`src/hw/rtl/cpc_pkg.sv`:
```
// ----------------------------------------------------------------------------
// cpc_pkg: shared types and constants for the convex polygon check
// Vertex and result payloads, queue entry layout, turn codes and sizes.
// ----------------------------------------------------------------------------
`timescale 1ns / 1ps
`default_nettype none

package cpc_pkg;

  // coordinate and arithmetic widths
  localparam int CoordW = 16;
  localparam int DiffW  = CoordW + 1;
  localparam int ProdW  = 2 * DiffW;
  localparam int SumW   = ProdW + 1;

  // polygon needs at least this many vertices
  localparam int VertexMin = 3;
  localparam int SeenW     = 2;

  // triples that one vertex can close: the regular one and two wrap-around ones
  localparam int NumTri = 3;
  localparam int TriReg = 0;
  localparam int TriWrapA = 1;
  localparam int TriWrapB = 2;

  // queue between front and back
  localparam int QDepth = 2;
  localparam int QPtrW  = (QDepth > 1) ? $clog2(QDepth) : 1;
  localparam int QCntW  = $clog2(QDepth + 1);

  typedef enum logic [1:0] {
    TURN_ZERO = 2'd0,
    TURN_NEG  = 2'd1,
    TURN_POS  = 2'd2
  } turn_t;

  typedef struct packed {
    logic signed [CoordW-1:0] vertex_x;
    logic signed [CoordW-1:0] vertex_y;
    logic                     last_vertex;
  } vertex_in_t;

  typedef struct packed {
    logic is_convex;
    logic too_few;
  } result_t;

  typedef struct packed {
    logic signed [CoordW-1:0] x;
    logic signed [CoordW-1:0] y;
  } point_t;

  // one queue entry: the new vertex plus the history it needs
  typedef struct packed {
    point_t           cur;
    point_t           older;
    point_t           newer;
    point_t           first;
    point_t           second;
    logic [SeenW-1:0] seen;
    logic             last;
  } job_t;

  // products registered between the multiply and the sign stage
  typedef struct packed {
    logic [NumTri-1:0][ProdW-1:0] pa;
    logic [NumTri-1:0][ProdW-1:0] pb;
    logic [NumTri-1:0]            tv;
    logic                         last;
    logic                         too_few;
  } prod_t;

endpackage

`default_nettype wire

```
`src/hw/rtl/cpc_queue.sv`:
```
// ----------------------------------------------------------------------------
// cpc_queue: job queue
// Small register queue between intake and evaluation.
// ----------------------------------------------------------------------------
`timescale 1ns / 1ps
`default_nettype none

module cpc_queue (
  input  wire            clk,
  input  wire            rst,
  input  wire            push,
  input  cpc_pkg::job_t  push_job,
  output logic           full,
  input  wire            pop,
  output logic           head_valid,
  output cpc_pkg::job_t  head_job
);
  import cpc_pkg::*;

  job_t             entries [QDepth];
  logic [QPtrW-1:0] wr_ptr;
  logic [QPtrW-1:0] rd_ptr;
  logic [QCntW-1:0] count;

  function automatic logic [QPtrW-1:0] ptr_inc(input logic [QPtrW-1:0] p);
    if (p == QPtrW'(QDepth - 1)) begin
      return '0;
    end
    return p + QPtrW'(1);
  endfunction

  assign full       = (count == QCntW'(QDepth));
  assign head_valid = (count != '0);
  assign head_job   = entries[rd_ptr];

  // advance pointers and occupancy
  always_ff @(posedge clk) begin
    if (rst) begin
      wr_ptr <= '0;
      rd_ptr <= '0;
      count  <= '0;
    end else begin
      if (push) begin
        wr_ptr <= ptr_inc(wr_ptr);
      end
      if (pop) begin
        rd_ptr <= ptr_inc(rd_ptr);
      end
      if (push && !pop) begin
        count <= count + QCntW'(1);
      end else if (pop && !push) begin
        count <= count - QCntW'(1);
      end
    end
  end

  // store entry
  always_ff @(posedge clk) begin
    if (push) begin
      entries[wr_ptr] <= push_job;
    end
  end

endmodule

`default_nettype wire

```
`config.mk`:
```
export PLATFORM = sky130hd
export DESIGN_NAME = cpc_queue
export DESIGN_NICKNAME = d
export VERILOG_FILES = /design/src/hw/rtl/cpc_pkg.sv /design/src/hw/rtl/cpc_queue.sv
export SDC_FILE = /design/constraint.sdc
export NUM_CORES = 1
export LEC_CHECK = 0
export BUFFER_PORTS_ARGS = -buffer_cell sky130_fd_sc_hd__buf_2
export CAP_MARGIN = 10
export CELL_PAD_IN_SITES_DETAIL_PLACEMENT = 1
export CELL_PAD_IN_SITES_GLOBAL_PLACEMENT = 1
export CORE_MARGIN = 2
export CORE_UTILIZATION = 48
export CTS_CLUSTER_DIAMETER = 30
export DETAILED_ROUTE_END_ITERATION = 8
export PLACE_DENSITY = 0.83
export RECOVER_POWER = 50
export SLEW_MARGIN = 10
export SYNTH_ARGS = -nofsm -noshare
export SYNTH_HDL_FRONTEND = slang
export SYNTH_SLANG_ARGS = --single-unit
```
`constraint.sdc`:
```
create_clock -name clk -period 27.9 [get_ports clk]
set_clock_uncertainty 0.15 [all_clocks]
set_input_delay 4.185 -clock clk [delete_from_list [all_inputs] [get_ports clk]]
set_output_delay 4.185 -clock clk [all_outputs]
set_load 0.05 [all_outputs]
```
==> summary.md <==
| Metric | Value |
|---|---|
| Die Ht | between 150 and 200 µm |
| Synth cell count leaders | edfxtp_1 (326), mux2_2 (93), mux2_4 (70), buf_2 (9), buf_6 (9) |
| Slew Limit Headroom | -1.52 |
| Routability congestion estimate | around 0.74 |
| Status | finished, violations left |
| Htree depth | 2 |
| Crit share post-route | 0.310 |
| Area delta synth->final | 32.1% |
| Failing checks | capacitance limit, slew limit |
| CP Class | in -> reg |
| First-pass GRT wire length | roughly 43 mm |
| Ys Warns | 0 |
| Synth area leaders | edfxtp_1 (80%), mux2_4 (8.6%), mux2_2 (8.6%) |
| Net count after synthesis | 697 |
| Initial antenna violation count | 4 |
| Slew Limit Fails | 106 |
| Antenna Violating Nets Remaining | 0 |
| Crit. End Element | flip-flop |
| Dpl hpwl | 18.3 mm |
| Hold depth | 2 |
| 1st-iter DRT viols | 387 |
| Sequential fraction of the synthesis area | 0.808 |
| Least-Margin Pin Slew | ~3.8 ns |
| Final setup viols | 0 |
| Vias | 6505 |
| Ys async rst share | 0 |
| Setup WS pre-CTS | 21.07 ns |
| Fillers | between 2000 and 2500 |
| Critical R2R Launch | wr_ptr$_SDFFE_PP0P_ |
| Main synth FF type | edfxtp_1 |
| Postcts setup bufs | 0 |
| Die width | 164 µm |
| Final min period | 8.66 ns |
| DIE AREA | roughly 0.027 mm² |
| Post-CTS Resized | 0 |
| Placed Instances | 1178 |
| GRT busiest layer | met2 |
| Met1 GRT Util | 0.241 |
| Setup ws final | 19.24 ns |
| WP data required | between 20 and 30 ns |
| Top-count cell post-synth | edfxtp_1 |
| F_max | 116 MHz |
| Final Instance Count excl. Fillers | 1290 |
| Avg WL per Cell | approximately 23 µm |
| Hold EP | rd_ptr$_SDFFE_PP0P_ |
| Root buf cell | clkbuf_16 |
| Area leader, netlist | edfxtp_1 |
| Maximum fanout along the worst path | between 60 and 70 |
| RSZ-0062 raised after global routing | no |
| Row cnt | 58 |
| Total power | 1.54 mW |
| Mapped Avg Cell Area | roughly 23 µm² |
| Clk sinks | 331 |
| PD cells | 95.5 mW/mm² |
| Max Cap Violations | 3 |
| TritonCTS clock tree | done |
| Largest net degree at the start of global routing | 80 |
| Clk slew on worst S/H paths | ~0.050 ns |
| Final hold viol count | 0 |
| Distinct cell type count after synthesis | 17 |
| Hold WS | roughly 0.46 ns |
| WP data arrival | 8.57 ns |
| TritonRoute pass-1 iters | 6 |
| Mapped cell area | 0.0122 mm² |
| Fin util | 0.644 |
| Cell Area, Placed | 0.0142 mm² |
| Final #Nets | about 1100 |
| Post-layout instance area | between 0.015 and 0.02 mm² |
| TritonCTS buffer count | between 50 and 60 |
| Total negative slack | 0 ns |
| R2r worst-path depth | 2 |
| Min-delay src | rd_ptr$_SDFFE_PP0P_ |
| Crit Reg-Reg Endpoint | entries[1][95]$_DFFE_PP_ |
| #FFs+latches synth | 331 |
| R2R setup slack | 22.69 ns |
| Worst-skew pair later-pin latency | 0.56 ns |
| CTS Buffer Depth | 3 |
| Vias per inst | 5.04 |
| Core area | approximately 0.025 mm² |
| Worst Hold Class | reg -> reg |
| Routed WL | about 30 mm |
| Met2 usage | 0.399 |
| GR Util met3 | 0.0783 |
| Ratio of cells with drive above 1 in the final layout | 0.504 |
| I/O pin count | ~330 |
| Starting Density | 0.488 |
| IO Port Bufs | ~330 |
| Mapped Cells | 529 |
| GR Util All Layers | 0.221 |
| Worst vdd ir | 0.0804 mV |
| DR DRC count | 0 |
| Startpoint Class | input pin |
| Post-synth EDFFs | 326 |
| Total grt overflow | 0 |
| Vias in the first global route | 7288 |
| Share of the synthesized area in the top cell type | 0.800 |
| Lkg Pwr | between 6 and 7 nW |
| Hold buffers post-CTS | 0 |
[sequential cells by signal, indices dropped and copies added, names as in the netlist, named ones only]
signal / cells
entries: 326
count: 2
rd_ptr: 1
wr_ptr: 1
[worst max path at each step]
| stage | to | slack [ns] | start |
|---|---|---|---|
| floorplan | entries[0][0]$_DFFE_PP_ | 15.81 | push |
| global placement | head_job[142] | 21.09 | flip-flop |
| detailed placement | head_job[142] | 21.07 | flip-flop |
| CTS | head_job[142] | 20.47 | flip-flop |
| global route | entries[1][93]$_DFFE_PP_ | 18.85 | push |
| finish | entries[1][95]$_DFFE_PP_ | 19.24 | push |
[cell usage in the layout (no fill, tap or decap)]
cell type / n
dfxtp_1: 4
edfxtp_1: 326
and2_0: 1
inv_6: 4
ha_1: 1
clkinvlp_4: 7
clkinv_4: 9
xor2_1: 2
dfxtp_4: 1
inv_1: 1
or2_2: 1
clkinv_16: 1
buf_4: 5
nor2b_1: 2
o21ai_0: 1
mux2_2: 93
clkinv_1: 10
inv_16: 1
nor2_1: 4
bufinv_16: 12
or3_1: 1
a21oi_1: 1
clkinv_2: 5
mux2_4: 70
xnor2_1: 2
diode_2: 3
buf_2: 215
clkbuf_16: 58
clkbuf_1: 119
[critical path, stage by stage]
cell      delay (ns)
clkbuf_1        0.21
and2_0          1.36
clkbuf_1        2.74
[where the power goes]
group          leakage, nW  total, mW  internal [mW]  switching, mW
combinational         1.93      0.207         0.0583          0.149
clock                0.999      0.742          0.495          0.247
sequential            3.10      0.595          0.583         0.0124
total                 6.03       1.54           1.14          0.409
[per-layer routing]
| metal | vias to the layer above | part of all wire |
|---|---|---|
| met1 | 3257 | 0.35 |
| met3 | 55 | 0.089 |
| met5 | - | 0.00043 |
| met2 | 300 | 0.53 |
| li1 | 2891 | - |
| met4 | 2 | 0.024 |
[kinds of logic (layout without fill, tap and decap cells)]
kind of cell / count (synthesis) / after routing / share of synthesized area
adders and majority gates: 1 / 1 / 0.00102
xor gates and xnor gates: 4 / 4 / 0.00286
muxes: 163 / 163 / 0.171
AOI/OAI and AO/OA: 2 / 2 / 0.000817
buffers and inverters: 19 / 447 / 0.0123
other: 0 / 3 / 0
DFF: 331 / 331 / 0.808
and+or+nand+nor: 9 / 9 / 0.00378
[cell type report]
class                   instances  area [µm²]  area share
flip-flops and latches        331        9890       0.612
inverters                       1        3.75    0.000232
diodes                          3        7.51    0.000464
well taps                     330         413      0.0255
clock inverters                49         639      0.0395
clock buffers                  60        1460      0.0902
multi-input cells             179        2200       0.136
repair buffers                337        1550      0.0960
(Power assumes the default switching activity.)
