**src/hw/rtl/cpc_pkg.sv**
```systemverilog
// ----------------------------------------------------------------------------
// cpc_pkg: shared types and constants for the convex polygon check
// Vertex and result payloads, queue entry layout, turn codes and sizes.
// ----------------------------------------------------------------------------
`timescale 1ns / 1ps
`default_nettype none

package cpc_pkg;

  // coordinate and arithmetic widths
  localparam int CoordW = 16;
  localparam int DiffW  = CoordW + 1;
  localparam int ProdW  = 2 * DiffW;
  localparam int SumW   = ProdW + 1;

  // polygon needs at least this many vertices
  localparam int VertexMin = 3;
  localparam int SeenW     = 2;

  // triples that one vertex can close: the regular one and two wrap-around ones
  localparam int NumTri = 3;
  localparam int TriReg = 0;
  localparam int TriWrapA = 1;
  localparam int TriWrapB = 2;

  // queue between front and back
  localparam int QDepth = 2;
  localparam int QPtrW  = (QDepth > 1) ? $clog2(QDepth) : 1;
  localparam int QCntW  = $clog2(QDepth + 1);

  typedef enum logic [1:0] {
    TURN_ZERO = 2'd0,
    TURN_NEG  = 2'd1,
    TURN_POS  = 2'd2
  } turn_t;

  typedef struct packed {
    logic signed [CoordW-1:0] vertex_x;
    logic signed [CoordW-1:0] vertex_y;
    logic                     last_vertex;
  } vertex_in_t;

  typedef struct packed {
    logic is_convex;
    logic too_few;
  } result_t;

  typedef struct packed {
    logic signed [CoordW-1:0] x;
    logic signed [CoordW-1:0] y;
  } point_t;

  // one queue entry: the new vertex plus the history it needs
  typedef struct packed {
    point_t           cur;
    point_t           older;
    point_t           newer;
    point_t           first;
    point_t           second;
    logic [SeenW-1:0] seen;
    logic             last;
  } job_t;

  // products registered between the multiply and the sign stage
  typedef struct packed {
    logic [NumTri-1:0][ProdW-1:0] pa;
    logic [NumTri-1:0][ProdW-1:0] pb;
    logic [NumTri-1:0]            tv;
    logic                         last;
    logic                         too_few;
  } prod_t;

endpackage

`default_nettype wire

```
**src/hw/rtl/cpc_front.sv**
```systemverilog
// ----------------------------------------------------------------------------
// cpc_front: vertex intake
// Accepts vertices, keeps the first two and the last two, and pushes one
// job per vertex with everything the back end needs to form its triples.
// ----------------------------------------------------------------------------
`timescale 1ns / 1ps
`default_nettype none

module cpc_front (
  input  wire                  clk,
  input  wire                  rst,
  input  wire                  vertex_valid,
  output logic                 vertex_stall,
  input  cpc_pkg::vertex_in_t  vertex,
  input  wire                  q_full,
  output logic                 push,
  output cpc_pkg::job_t        push_job
);
  import cpc_pkg::*;

  point_t           first;
  point_t           second;
  point_t           older;
  point_t           newer;
  logic [SeenW-1:0] seen;
  logic [SeenW-1:0] seen_next;
  point_t           cur;

  assign cur.x        = vertex.vertex_x;
  assign cur.y        = vertex.vertex_y;
  assign vertex_stall = q_full;
  assign push         = vertex_valid && !q_full;

  // build the job from the current history and the new vertex
  always_comb begin
    push_job.cur    = cur;
    push_job.older  = older;
    push_job.newer  = newer;
    push_job.first  = first;
    push_job.second = second;
    push_job.seen   = seen;
    push_job.last   = vertex.last_vertex;
  end

  // count vertices, saturate, restart after the last one
  always_comb begin
    if (vertex.last_vertex) begin
      seen_next = '0;
    end else if (seen < SeenW'(VertexMin)) begin
      seen_next = seen + SeenW'(1);
    end else begin
      seen_next = seen;
    end
  end

  always_ff @(posedge clk) begin
    if (rst) begin
      seen <= '0;
    end else if (push) begin
      seen <= seen_next;
    end
  end

  // shift vertex history
  always_ff @(posedge clk) begin
    if (push) begin
      if (seen == SeenW'(0)) begin
        first <= cur;
      end
      if (seen == SeenW'(1)) begin
        second <= cur;
      end
      older <= newer;
      newer <= cur;
    end
  end

endmodule

`default_nettype wire

```
**config.mk**
```make
export PLATFORM = sky130hd
export DESIGN_NAME = cpc_front
export DESIGN_NICKNAME = d
export VERILOG_FILES = /design/src/hw/rtl/cpc_pkg.sv /design/src/hw/rtl/cpc_front.sv
export SDC_FILE = /design/constraint.sdc
export NUM_CORES = 1
export LEC_CHECK = 0
export ABC_AREA = 0
export BUFFER_PORTS_ARGS = -buffer_cell sky130_fd_sc_hd__buf_2
export CAP_MARGIN = 20
export CORE_MARGIN = 8
export CORE_UTILIZATION = 40
export DETAILED_ROUTE_END_ITERATION = 10
export PLACE_DENSITY = 0.83
export SLEW_MARGIN = 5
export SYNTH_ARGS = -nofsm -noshare
export SYNTH_HDL_FRONTEND = slang
export SYNTH_SLANG_ARGS = --single-unit
```
**constraint.sdc**
```tcl
create_clock -name clk -period 2.45 [get_ports clk]
set_clock_uncertainty 0.2 [all_clocks]
set_input_delay 0.245 -clock clk [delete_from_list [all_inputs] [get_ports clk]]
set_output_delay 0.245 -clock clk [all_outputs]
set_load 0.1 [all_outputs]
```
==> results of run 1 <==
## cells by family (layout without fill, tap and decap cells)
family / after synthesis / count (layout) / synth area share, %
simple gates: 7 / 7 / 1.15
buf+inv: 37 / 279 / 6.29
compound gates: 4 / 4 / 0.470
flops: 130 / 130 / 91.2
fa+ha+maj: 3 / 3 / 0.882
## through the flow
stage                     worst slack (ns)  instances  utilization [%]  hold WS, ns  area [um2]
after global placement               0.738        489             50.7        0.221        5230
final                                0.443        559             60.0        0.242        6190
after global routing                 0.344        559             60.0        0.255        6190
after detailed placement             0.698        489             50.7        0.226        5230
after floorplan                      0.141        181                -        0.114        4260
after CTS                            0.462        559             60.0        0.242        6190
## registers in the layout (all words and copies together), names as in the netlist
name      cells
push_job    128
seen          2
## layout by cell type, fill, tap and decap left out, types with 3 or more instances in the layout
master                          Yosys  final
sky130_fd_sc_hd__edfxtp_1         128    128
sky130_fd_sc_hd__bufinv_16          0      3
sky130_fd_sc_hd__clkbuf_16          0     16
sky130_fd_sc_hd__clkinvlp_4         0      5
sky130_fd_sc_hd__clkinv_2           1      3
sky130_fd_sc_hd__buf_2              0    201
sky130_fd_sc_hd__buf_4             34      4
sky130_fd_sc_hd__dlygate4sd3_1      0     38
sky130_fd_sc_hd__ha_1               3      3
## cell type report
| cell class | instances | area, um2 |
|---|---|---|
| clock buffer | 18 | 418 |
| clock inverter | 14 | 164 |
| fill | 727 | 4130 |
| inverter | 3 | 16.3 |
| multi-input combinational | 14 | 106 |
| sequential | 130 | 3880 |
| tap | 136 | 170 |
| timing repair buffer | 244 | 1440 |
## path summary, 6_finish.rpt
kind                              startpoint       endpoint  slack [ns]  depth (start not counted)
worst max-delay path            vertex_valid        seen[0]        0.44                          8
worst min-delay path            push_job[91]  push_job[123]        0.24                          0
worst max register to register       seen[0]        seen[0]        0.62                          5
worst min register to register  push_job[91]  push_job[123]        0.24                          0
## timing repair
item / in CTS / in global routing
hold buffers: 38 / 0
hold endpoints to repair: 102 / 0
setup buffers: 0 / 0
## cell usage after synthesis (all sizes together)
cell type and n:
nand2b 1, nand3 2, and2 2, o21ai 2, a21oi 2, nor2 1
dfxtp 2, edfxtp 128, nor2b 1, buf 34, clkinv 1, inv 2
ha 3
## power by group through the flow
| stage | Sequential (W) | Clock (W) | Combinational, W |
|---|---|---|---|
| finish | 0.00258 | 0.00243 | 0.00107 |
| detailed placement | 0.00262 | 0 | 0.00103 |
| global route | 0.00259 | 0.00257 | 0.00110 |
| floorplan | 0.00320 | 0 | 0.000301 |
| CTS | 0.00258 | 0.00249 | 0.00107 |
| global placement | 0.00262 | 0 | 0.00102 |
## critical path: stages
cell	delay, ns
sky130_fd_sc_hd__dlygate4sd3_1	0.52
sky130_fd_sc_hd__buf_2	0.12
sky130_fd_sc_hd__nand2b_4	0.07
sky130_fd_sc_hd__clkinv_4	0.07
sky130_fd_sc_hd__buf_4	0.38
sky130_fd_sc_hd__nand3_1	0.14
sky130_fd_sc_hd__a21oi_1	0.16
sky130_fd_sc_hd__dlygate4sd3_1	0.56
## per-layer routing
layer  vias up  GRT usage, %  routed length, um
met4         0          7.35                182
met1      1204          13.5               3630
met2       140          24.2               5090
met5         -             0                  0
met3        15          8.64               1230
li1       1119             -                  -
==> impl_metrics.yaml, run 1 <==
global_route:
  grt_pass1_wl_mm: 15.4
  grt_max_degree: 33
  grt_use_total_pct: 14.4
  grt_antenna_before_repair: 0
  global_route.overflow_total: 0
  grt_pass1_vias: 2844
clock_network:
  cts_num_sinks: 130
  clk-insertion-delay-late_ns: 0.50
  h_tree_level_count: 4
  cts_buffers: 17
  cts.repair.resized: 0
  cts.root.buffer_cell: "sky130_fd_sc_hd__clkbuf_8"
  clock_tree_from_tritoncts: "built"
  worst_setup_hold_path_clk_slew_ns: 0.06
  cts-root-to-sink-buffers: 2
logic_synthesis:
  synth_cells: 181
  yosys-top-cells-area: "sky130_fd_sc_hd__edfxtp_1 90%, sky130_fd_sc_hd__buf_4 6.0%, sky130_fd_sc_hd__dfxtp_1 0.94%, sky130_fd_sc_hd__ha_1 0.88%, sky130_fd_sc_hd__and2_2 0.35%"
  syn_area_mm2: 0.00426
  netlist-cell-type-count: 13
  synth-seq-cells: 130
  synth-seq-area-share_pct: 91.2
  synth_largest_type_area_fraction_pct: 90.3
  synth_top_area_cell: "sky130_fd_sc_hd__edfxtp_1"
  synthesized_area_divided_by_synthesized_cell_count_um2: 23.5
  synth.net_count: 221
  synth.yosys.warnings: 0
final_layout:
  layout_cells_sized_above_1_pct: 56.7
  finish.net_count: 450
  synthToLayoutAreaGrowth_pct: 45.5
  number_of_diodes: 0
critical_path:
  timing_worst_setup_path_type: "in2reg"
  end_kind: "flop"
  worst-endpoint-required_ns: 2.70
  timing.critical_path.fanout_max: 32
  crit_path_start_kind: "input port"
  cp_data_arrival_time_ns: 2.26
run:
  drv_cap: 0
placed_design:
  placement.io_buffers: 201
  dpl.hpwl_mm: 6.96
  global_placer_s_final_weighted_congestion: 0.717
route:
  remaining_antenna_violation_count_after_routing: 0
  vias: 2478
  drt-wirelength-per-cell_um: 18.1
  first_pass_iters: 6
  drt_wl_total_mm: 10.1
  viasPerCell: 4.43
  drc_violations: 0
  drt_iter0_drc: 97
timing:
  post-route-min-period_ns: 2.01
  hold_viol_final: 0
  setup_violations: 0
  slew_violations: 0
  setup-tns-final_ns: 0
  timing.final.crit_share_pct: 81.9
  fmaxAchievable_mhz: 498
  unrepaired_setup_endpoints_after_global_routing: "no"
  max-slew-margin-rel_pct: 63.8
  max_slew.worst_pin.slew_ns: 0.546
floorplan:
  dieWidth_um: 119
  start_util_pct: 41.2
  design.portCount: 202
  die-area_mm2: 0.0142
  floorplan.core_area_mm2: 0.0103
  std_cell_rows: 37
  die_h_um: 119
hold_path:
  hold_path_class: "reg2reg"
pwr:
  power-per-cell-area_mw_per_mm2: 980
  total_power_w: 0.00607
  p_leak_nw: 2.52
  p_seq_share_pct: 42.5
  sw_frac_of_total_pct: 30.4
  irDropWorstVdd_mv: 0.461
  power.share.clock_pct: 40.0
  comb_power_share_pct: 17.6
  power.internal_w: 0.00423
  switching_power_w: 0.00184
status:
  run_status: "completed"
Note: power is estimated with default switching activity, not from simulation.
==> run 2, diff against run 1 <==
==> constraint.sdc (replaced) <==
create_clock -name clk -period 1.99 [get_ports clk]
set_clock_uncertainty 0.2 [all_clocks]
set_input_delay 0.199 -clock clk [delete_from_list [all_inputs] [get_ports clk]]
set_output_delay 0.199 -clock clk [all_outputs]
set_load 0.1 [all_outputs]
==> run 2 against run 1 <==
  * Flip-flop and latch count did not move
  * Sequential power rose by 23%
  * Sequential share of layout area rose by 0.71 points
  * Die area did not move
==> impl_metrics.yaml, run 2 (synthesis results as in run 1) <==
status:
  run_status: "completed"
placed_design:
  dpl.hpwl_mm: 6.99
  dp_cells: 488
  global_placer_s_final_weighted_congestion: 0.744
  pre_cts_ws_ns: 0.131
  placement.io_buffers: 201
pwr:
  total_power_w: 0.00734
  power-per-cell-area_mw_per_mm2: 1200
  p_leak_nw: 2.50
  irDropWorstVdd_mv: 0.532
critical_path:
  worst-endpoint-required_ns: 1.91
  cp_data_arrival_time_ns: 1.77
  worstReg2RegStart: "seen[0]"
  timing.critical_path.fanout_max: 32
  end_kind: "flop"
  crit_path_start_kind: "flop"
  timing_worst_setup_path_type: "reg2reg"
  reg2reg_depth: 3
  r2r_slack_ns: 0.14
  regToRegEndpoint: "push_job[43]"
route:
  drt_wl_total_mm: 10.3
  drt_iter0_drc: 136
  drt-wirelength-per-cell_um: 18.7
  remaining_antenna_violation_count_after_routing: 0
  first_pass_iters: 4
  drc_violations: 0
  viasPerCell: 4.43
  vias: 2449
floorplan:
  die_h_um: 119
  std_cell_rows: 37
  die-area_mm2: 0.0142
  start_util_pct: 41.2
  floorplan.core_area_mm2: 0.0103
  design.portCount: 202
  dieWidth_um: 119
global_route:
  grt_max_degree: 37
  grt_pass1_wl_mm: 15.4
  grt_use_total_pct: 14.3
  global_route.overflow_total: 0
  grt_pass1_vias: 2731
  grt_antenna_before_repair: 0
clock_network:
  worst_setup_hold_path_clk_slew_ns: 0.06
  clock_tree_from_tritoncts: "built"
  cts.root.buffer_cell: "sky130_fd_sc_hd__clkbuf_8"
  cts_num_sinks: 130
  clk-insertion-delay-late_ns: 0.51
  cts_setup_buffers: 0
  cts_buffers: 17
  cts-root-to-sink-buffers: 2
  h_tree_level_count: 4
final_layout:
  finish.net_count: 447
  synthToLayoutAreaGrowth_pct: 44.0
  most-common-layout-cells: "200 x sky130_fd_sc_hd__buf_2, 128 x sky130_fd_sc_hd__edfxtp_1, 36 x sky130_fd_sc_hd__dlygate4sd3_1"
  layout_cells_sized_above_1_pct: 55.6
  commonest_non_fill_non_tap_cell_in_the_layout: "sky130_fd_sc_hd__buf_2"
  layoutNonFillerInstCount: 553
  number_of_diodes: 0
  number_of_flip_flops_in_the_largest_register: 128
hold_path:
  hold_wc_startpoint: "vertex_valid"
  worst_hold_path.endpoint: "push_job[81]"
  hold_path_class: "in2reg"
  holdPathStages: 4
timing:
  setup-tns-final_ns: 0
  unrepaired_setup_endpoints_after_global_routing: "no"
  fmaxAchievable_mhz: 541
  post-route-min-period_ns: 1.85
  whs_ns: 0.220
  layout_setup_ws_ns: 0.143
  max_slew.worst_pin.slew_ns: 0.849
  hold_viol_final: 0
  slew_violations: 0
  setup_violations: 0
  timing.final.crit_share_pct: 92.8
  max-slew-margin-rel_pct: 43.4
run:
  drv_cap: 0
==> run 2: cell types whose count changed in the layout (fill, tap and decap cells not counted) <==
cell / delta
sky130_fd_sc_hd__clkinv_1: +6
sky130_fd_sc_hd__clkinvlp_4: -5
sky130_fd_sc_hd__clkinv_2: -2
sky130_fd_sc_hd__dfxtp_1: -2
sky130_fd_sc_hd__dfxtp_2: +2
sky130_fd_sc_hd__dlygate4sd3_1: -2
sky130_fd_sc_hd__buf_2: -1
sky130_fd_sc_hd__clkinv_4: -1
sky130_fd_sc_hd__inv_6: -1
==> run 2: how the worst max path moves through the flow <==
stage | start | end | slack [ns] | depth (start not counted)
2_1_floorplan | q_full | push_job[35] | 0.004 | 3
3_3_place_gp | seen[0] | push_job[40] | 0.20 | 3
3_5_place_dp | seen[1] | push_job[42] | 0.13 | 3
4_1_cts | seen[0] | push_job[43] | 0.12 | 3
5_1_grt | seen[1] | push_job[43] | 0.04 | 3
6_report | seen[0] | push_job[43] | 0.14 | 3
==> run 2: power by group <==
part / internal (W) / switching [W] / leakage (nW)
logic: 0.000168 / 0.00114 / 1.03
clock network: 0.00185 / 0.00101 / 0.263
registers: 0.00314 / 0.0000375 / 1.21
==> run 2: timing repair <==
item | in CTS | in global routing
gates resized for setup | 0 | 0
setup endpoints to repair | 0 | 0
hold buffers | 36 | 0
hold endpoints to repair | 98 | 0
==> run 2: final cells by class <==
type	count	area, um2
tap	136	170
clock inverter	11	121
clock buffer	18	418
timing repair buffer	241	1410
inverter	3	16.3
sequential	130	3890
fill	761	4190
multi-input combinational	14	106
==> run 2: worst max-delay path, cell delays in order, from the launching register on <==
cell and delay (ns):
sky130_fd_sc_hd__dfxtp_2 0.34, sky130_fd_sc_hd__inv_1 0.08, sky130_fd_sc_hd__ha_1 0.13, sky130_fd_sc_hd__and2_2 0.70
==> run 2: per-stage QoR <==
step / cell area (um2) / util [%]
after CTS: 6130 / 59.4
after global routing: 6130 / 59.4
final: 6130 / 59.4
after detailed placement: 5230 / 50.7
after floorplan: 4260 / -
after global placement: 5230 / 50.7
==> run 2: per-layer routing <==
layer / part of all wire (%) / up-vias / GRT usage (%)
met1: 37 / 1190 / 14.0
met4: 1.5 / 0 / 5.77
met2: 51 / 134 / 24.5
met5: 0 / - / 0
li1: - / 1110 / -
met3: 11 / 15 / 8.12
